`src/sfpf_pkg.sv`:
```
// ----------------------------------------------------------------------------
// sfpf_pkg
// Shared types, constants and twiddle tables of the spectral peak finder.
// ----------------------------------------------------------------------------
package sfpf_pkg;

  localparam int unsigned FrameSize = 1024;
  localparam int unsigned AddrBits  = 10;
  localparam int unsigned HalfBins  = FrameSize / 2;
  localparam int unsigned Stages    = 10;
  localparam int unsigned WorkBits  = 18;
  localparam int unsigned WordBits  = 2 * WorkBits;
  localparam int unsigned OctantM   = FrameSize / 8;
  localparam int unsigned QuarterN  = 2 * OctantM + 1;
  localparam int unsigned SqrtSteps = 17;

  localparam longint unsigned Q30One  = 64'd1073741824;
  localparam longint unsigned Q30Pi4  = 64'd843314857;
  localparam logic [32:0]     PowerMax = '1;
  localparam logic [16:0]     Out17Max = '1;

  typedef enum logic [3:0] {
    ST_LOAD, ST_BF_RD, ST_BF_MUL, ST_BF_ADD, ST_BF_WE, ST_BF_WO,
    ST_SC_RD, ST_SC_MUL, ST_SC_CMP, ST_SQRT, ST_EMIT
  } state_e;

  typedef enum logic [1:0] {
    WSRC_SAMPLE, WSRC_EVEN, WSRC_ODD
  } wsrc_e;

  typedef enum logic [1:0] {
    CFG_MIN_BIN, CFG_MAX_BIN, CFG_SAMPLE_RATE
  } cfg_idx_e;

  typedef struct packed {
    logic                we;
    wsrc_e               wsrc;
    logic [AddrBits-1:0] waddr;
    logic [AddrBits-1:0] raddr_a;
    logic [AddrBits-1:0] raddr_b;
    logic [AddrBits-2:0] tw_idx;
    logic                tw_load;
    logic                mul_en;
    logic                add_en;
    logic                sc_mul_en;
    logic                sc_cmp_en;
    logic                sc_first;
    logic [AddrBits-1:0] bin;
    logic                sqrt_init;
    logic                sqrt_step;
    logic                emit;
    logic                emit_empty;
  } cmd_t;

  typedef struct packed {
    logic                out_busy;
    logic [AddrBits-1:0] lo_bin;
    logic [AddrBits-1:0] hi_bin;
    logic                empty;
  } status_t;

  typedef logic signed [15:0] q14_t;
  typedef q14_t qtab_t [QuarterN];

  // Sine or cosine of a Q30 angle in the first octant, by Taylor series.
  function automatic longint unsigned octant(longint unsigned x, bit pick_sin);
    longint unsigned term;
    longint          sv;
    longint          cv;
    term = x;
    sv   = longint'(x);
    cv   = longint'(Q30One);
    for (int n = 1; n <= 8; n++) begin
      term = (term * x) >> 30;
      term = ((term * x) >> 30) / 64'((2 * n) * (2 * n + 1));
      if (n % 2 == 1) sv = sv - longint'(term);
      else            sv = sv + longint'(term);
    end
    term = Q30One;
    for (int n = 1; n <= 8; n++) begin
      term = (term * x) >> 30;
      term = ((term * x) >> 30) / 64'((2 * n - 1) * (2 * n));
      if (n % 2 == 1) cv = cv - longint'(term);
      else            cv = cv + longint'(term);
    end
    if (sv < 0) sv = 0;
    if (sv > longint'(Q30One)) sv = longint'(Q30One);
    if (cv < 0) cv = 0;
    if (cv > longint'(Q30One)) cv = longint'(Q30One);
    return pick_sin ? longint'(sv) : longint'(cv);
  endfunction

  function automatic q14_t quarter_q14(int unsigned q, bit want_sin);
    int unsigned     j;
    bit              pick;
    longint unsigned v;
    j    = q;
    pick = want_sin;
    if (q > OctantM) begin
      j    = 2 * OctantM - q;
      pick = !want_sin;
    end
    v = octant((Q30Pi4 * 64'(j)) / OctantM, pick);
    return q14_t'((v + 64'd32768) >> 16);
  endfunction

  function automatic qtab_t build_quarter(bit want_sin);
    qtab_t t;
    for (int unsigned q = 0; q < QuarterN; q++) begin
      t[q] = quarter_q14(q, want_sin);
    end
    return t;
  endfunction

  localparam qtab_t QCos = build_quarter(1'b0);
  localparam qtab_t QSin = build_quarter(1'b1);

endpackage

```
`src/sfpf_ctrl.sv`:
```
// ----------------------------------------------------------------------------
// sfpf_ctrl
// Sequencer: frame loading, butterfly schedule, bin scan, square root, emit.
// ----------------------------------------------------------------------------
module sfpf_ctrl (
  input  logic              clk_i,
  input  logic              rst_ni,
  input  logic              in_valid_i,
  output logic              in_ready_o,
  input  sfpf_pkg::status_t status_i,
  output sfpf_pkg::cmd_t    cmd_o
);

  localparam int unsigned AB = sfpf_pkg::AddrBits;

  sfpf_pkg::state_e state_q, state_d;
  logic [AB-1:0]    cnt_q, cnt_d;
  logic [3:0]       stage_q, stage_d;

  logic [AB-1:0] mask;
  logic [AB-1:0] even_addr;
  logic [AB-1:0] odd_addr;
  logic [AB-1:0] rev_addr;
  logic [AB-1:0] bfly;

  always_comb begin
    bfly      = {1'b0, cnt_q[AB-2:0]};
    mask      = (AB'(1) << stage_q) - AB'(1);
    // A zero is inserted at bit position stage to form the even index.
    even_addr = ((bfly & ~mask) << 1) | (bfly & mask);
    odd_addr  = even_addr | (AB'(1) << stage_q);
    for (int i = 0; i < AB; i++) begin
      rev_addr[i] = cnt_q[AB-1-i];
    end
  end

  always_ff @(posedge clk_i or negedge rst_ni) begin
    if (!rst_ni) begin
      state_q <= sfpf_pkg::ST_LOAD;
      cnt_q   <= '0;
      stage_q <= '0;
    end else begin
      state_q <= state_d;
      cnt_q   <= cnt_d;
      stage_q <= stage_d;
    end
  end

  always_comb begin
    state_d    = state_q;
    cnt_d      = cnt_q;
    stage_d    = stage_q;
    in_ready_o = 1'b0;
    cmd_o            = '0;
    cmd_o.wsrc       = sfpf_pkg::WSRC_SAMPLE;
    cmd_o.raddr_a    = even_addr;
    cmd_o.raddr_b    = odd_addr;
    cmd_o.tw_idx     = (AB-1)'((bfly & mask) << (4'(AB - 1) - stage_q));
    cmd_o.bin        = cnt_q;
    case (state_q)
      sfpf_pkg::ST_LOAD: begin
        in_ready_o  = 1'b1;
        cmd_o.waddr = rev_addr;
        if (in_valid_i) begin
          cmd_o.we = 1'b1;
          cnt_d    = cnt_q + AB'(1);
          if (cnt_q == '1) begin
            stage_d = '0;
            state_d = sfpf_pkg::ST_BF_RD;
          end
        end
      end
      sfpf_pkg::ST_BF_RD: begin
        cmd_o.tw_load = 1'b1;
        state_d       = sfpf_pkg::ST_BF_MUL;
      end
      sfpf_pkg::ST_BF_MUL: begin
        cmd_o.mul_en = 1'b1;
        state_d      = sfpf_pkg::ST_BF_ADD;
      end
      sfpf_pkg::ST_BF_ADD: begin
        cmd_o.add_en = 1'b1;
        state_d      = sfpf_pkg::ST_BF_WE;
      end
      sfpf_pkg::ST_BF_WE: begin
        cmd_o.we    = 1'b1;
        cmd_o.wsrc  = sfpf_pkg::WSRC_EVEN;
        cmd_o.waddr = even_addr;
        state_d     = sfpf_pkg::ST_BF_WO;
      end
      sfpf_pkg::ST_BF_WO: begin
        cmd_o.we    = 1'b1;
        cmd_o.wsrc  = sfpf_pkg::WSRC_ODD;
        cmd_o.waddr = odd_addr;
        if (cnt_q[AB-2:0] == '1) begin
          if (stage_q == 4'(sfpf_pkg::Stages - 1)) begin
            if (status_i.empty) begin
              state_d = sfpf_pkg::ST_EMIT;
            end else begin
              cnt_d   = status_i.lo_bin;
              state_d = sfpf_pkg::ST_SC_RD;
            end
          end else begin
            cnt_d   = '0;
            stage_d = stage_q + 4'd1;
            state_d = sfpf_pkg::ST_BF_RD;
          end
        end else begin
          cnt_d   = cnt_q + AB'(1);
          state_d = sfpf_pkg::ST_BF_RD;
        end
      end
      sfpf_pkg::ST_SC_RD: begin
        cmd_o.raddr_a = cnt_q;
        state_d       = sfpf_pkg::ST_SC_MUL;
      end
      sfpf_pkg::ST_SC_MUL: begin
        cmd_o.sc_mul_en = 1'b1;
        state_d         = sfpf_pkg::ST_SC_CMP;
      end
      sfpf_pkg::ST_SC_CMP: begin
        cmd_o.sc_cmp_en = 1'b1;
        cmd_o.sc_first  = (cnt_q == status_i.lo_bin);
        if (cnt_q == status_i.hi_bin) begin
          cnt_d   = '0;
          state_d = sfpf_pkg::ST_SQRT;
        end else begin
          cnt_d   = cnt_q + AB'(1);
          state_d = sfpf_pkg::ST_SC_RD;
        end
      end
      sfpf_pkg::ST_SQRT: begin
        cmd_o.sqrt_init = (cnt_q == '0);
        cmd_o.sqrt_step = (cnt_q != '0);
        cnt_d           = cnt_q + AB'(1);
        if (cnt_q == AB'(sfpf_pkg::SqrtSteps)) begin
          state_d = sfpf_pkg::ST_EMIT;
        end
      end
      sfpf_pkg::ST_EMIT: begin
        cmd_o.emit_empty = status_i.empty;
        if (!status_i.out_busy) begin
          cmd_o.emit = 1'b1;
          cnt_d      = '0;
          state_d    = sfpf_pkg::ST_LOAD;
        end
      end
      default: begin
        state_d = sfpf_pkg::ST_LOAD;
      end
    endcase
  end

endmodule

```
`config.mk`:
```
export PLATFORM = sky130hd
export DESIGN_NAME = sfpf_ctrl
export DESIGN_NICKNAME = d
export VERILOG_FILES = /design/src/sfpf_pkg.sv /design/src/sfpf_ctrl.sv
export SDC_FILE = /design/constraint.sdc
export NUM_CORES = 1
export LEC_CHECK = 0
export BUFFER_PORTS_ARGS = -buffer_cell sky130_fd_sc_hd__buf_2
export CAP_MARGIN = 5
export CORE_ASPECT_RATIO = 0.9
export CORE_MARGIN = 5
export CORE_UTILIZATION = 35
export DETAILED_ROUTE_END_ITERATION = 16
export MAX_ROUTING_LAYER = met4
export PLACE_DENSITY = 0.62
export REMOVE_ABC_BUFFERS = 1
export SLEW_MARGIN = 40
export SYNTH_ARGS = -nofsm -noshare
export SYNTH_HDL_FRONTEND = slang
export SYNTH_SLANG_ARGS = --single-unit
```
`constraint.sdc`:
```
create_clock -name clk_i -period 8.03 [get_ports clk_i]
set_input_delay 0 -clock clk_i [delete_from_list [all_inputs] [get_ports clk_i]]
set_output_delay 0 -clock clk_i [all_outputs]
set_load 0.02 [all_outputs]
```
==> flow_metrics.tcl <==
set metrics [dict create \
    cts_tree "built" \
    drc_errors 0 \
    busiest_layer "met2" \
    diodes 0 \
    required_ns 8.03 \
    holdBufCountCts 3 \
    die_w_um 104.3 \
    vias 3388 \
    hp-class "in2reg" \
    routed_via_density 6.072 \
    finClkSkew_ns 0.002719 \
    grt_max_degree 30 \
    track_usage_pct 21.61 \
    cts-htree-levels 1 \
    fin_nets 498 \
    grt_util_met1_pct 30.07 \
    die_area_mm2 0.009896 \
    wirelength_um 10590 \
    drv_slew 0 \
    total_power_uw 1049 \
    cts_buffer_depth 2 \
    die_h_um 94.88 \
    drt_iter0_markers 348 \
    p_leak_uw 0.001478 \
    avgSynthCellArea_um2 7.128 \
    tightest_slew_ns 0.7842 \
    areaGrowthSynthToFinish_pct 17.24 \
    core-area_mm2 0.007913 \
    p_per_area_mw_per_mm2 319.3 \
    syn_inst 393 \
    grt_pass1_wl_um 17020 \
    rsz0062_at_grt "false" \
    antenna_found_initial 0 \
    grt-ovfl-total 0 \
    cts.sinks 18 \
    status "finished clean" \
    synth-seq-area-share_pct 16.08 \
    clk_latency_ns 0.26 \
    finalSetupViolCount 0 \
    period_needed_ns 4.066 \
    gp_congestion 0.9447 \
    ant_nets 0 \
    cts-root-buf "clkbuf_8" \
    drv_cap 0 \
    grt_pass1_vias 3232 \
    layout_commonest_cell "buf_2" \
    vdd.ir_drop.worst_mv 0.1325 \
    mostFrequentLayoutCells "87 x buf_2, 41 x nor2_1, 40 x nand2_1" \
    met3_usage_pct 2.187 \
    clkSlewWorstSetupHoldPaths_ns 0.08 \
    async_flop_share_pct 100.0 \
    fin_crit_sh_pct 50.64 \
    cts.repair.resized 0 \
    yosysTopAreaCell "dfrtp_1" \
    maxSlewHeadroom_pct 47.57 \
    cts_setup_buffers 0 \
    syn-cell-area_mm2 0.002801 \
    arrival_ns 4.07 \
    ys_seq_elements 18 \
    synth_edf_count 0 \
    wl_per_cell_um 18.98 \
    dr.pass1.iters 5 \
    met2_usage_pct 33.91 \
    start_kind "register" \
    io-pin-count 88 \
    core.rowCount 31 \
    ys.flop_type "dfrtp_1" \
    n_fill_cell 883 \
    endpoint_kind "output pin" \
    synthTopCellsByArea "dfrtp_1 16%, ha_1 5.8%, nor2_1 5.5%" \
    drive_gt1_share_pct 25.05 \
    path_max_fanout 24 \
    max_freq_ghz 0.2459 \
    initial_core_util_pct 35.40 \
    fin_setup_tns_ns 0 \
    critPathKind "reg2out" \
    synth.distinct_cells 75 \
    dp_hpwl_um 7884 \
    utilization_pct 41.51 \
    yosysTopAreaCellShare_pct 16.08 \
    port_buffers 87 \
    yosys_warnings 0 \
    hold_viol 0 \
    cts_buffers 3 \
]
==> cell usage after synthesis, types with 5 or more instances <==
cell type  count
a21oi_1       25
a31oi_1       11
buf_2         13
buf_6          5
clkbuf_1       8
dfrtp_1       18
ha_1          13
inv_1         17
nand2_1       40
nand2b_1       7
nand3_1       19
nand4_1       13
nor2_1        41
nor3_1        14
o211ai_1       9
o21ai_0       22
xnor2_1       11
xor2_1        11
==> area by class of cell <==
type	count	area, µm²	share of cell area [%]
clock buffer	4	55.05	1.676
timing repair buffer	90	465.4	14.17
sequential	18	451.7	13.75
tap	99	123.9	3.771
multi-input combinational	324	2102	64.00
inverter	23	86.33	2.629
==> flip-flops by register name, indices dropped and copies added, names as in the netlist <==
register / flops
state_q: 4
cnt_q: 10
stage_q: 4
==> cells by family (layout without fill, tap and decap cells) <==
logic type / after synthesis / in the layout / share of synthesized area (%)
simple gates: 167 / 167 / 31.76
compound gates: 120 / 120 / 29.88
buf+inv: 51 / 117 / 8.888
xor+xnor: 22 / 22 / 6.878
flops: 18 / 18 / 16.08
fa+ha+maj: 13 / 13 / 5.806
mux: 2 / 2 / 0.7146
==> critical path: stages (launching register included) <==
cell and delay [ns]:
dfrtp_1 0.84, clkinv_1 0.49, ha_1 0.44, nand2b_1 0.20, nor2_1 0.12, inv_2 0.12
ha_1 0.31, and2_1 0.21, o311a_1 0.19, o21ai_1 0.11, or3_1 0.37, a32oi_1 0.21
buf_2 0.19
==> stage by stage <==
| stage | cell area, µm² | worst slack, ns | hold WS (ns) | cells |
|---|---|---|---|---|
| 5_1_grt | 3284 | 3.646 | 0.02978 | 558 |
| 3_5_place_dp | 3198 | 4.338 | -0.02745 | 551 |
| 4_1_cts | 3283 | 4.045 | 0.01079 | 558 |
| 2_1_floorplan | 2639 | 4.867 | -0.2956 | 365 |
| 3_3_place_gp | 3198 | 4.475 | -0.02764 | 551 |
| 6_report | 3284 | 3.964 | 0.009415 | 558 |
==> per-layer routing <==
layer,share of wire (%),wire length [µm]
met3,8.9,940
met4,1.6,172
met2,45,4762
met1,45,4714
met5,0,0
==> power breakdown <==
group / switching, µW / internal [µW] / leakage, µW
Sequential: 128 / 116 / 0.000212
Clock: 35.7 / 43.7 / 0.0000288
Combinational: 466 / 259 / 0.00124
Total: 630 / 419 / 0.00148
==> path summary, 6_finish.rpt <==
path | start | end | slack (ns) | depth (start not counted)
worst max-delay path | stage_q[0]$_DFFE_PN0P_ | cmd_o[28] | 3.96 | 12
worst min-delay path | status_i[15] | cnt_q[4]$_DFFE_PN0P_ | 0.009 | 3
worst max register to register | cnt_q[1]$_DFFE_PN0P_ | cnt_q[7]$_DFFE_PN0P_ | 5.11 | 9
worst min register to register | cnt_q[9]$_DFFE_PN0P_ | cnt_q[9]$_DFFE_PN0P_ | 0.81 | 2
max in group asynchronous | rst_ni | stage_q[3]$_DFFE_PN0P_ | 7.47 | 2
min in group asynchronous | rst_ni | cnt_q[1]$_DFFE_PN0P_ | 0.21 | 2
No activity file was read; power rests on OpenSTA's default activity.
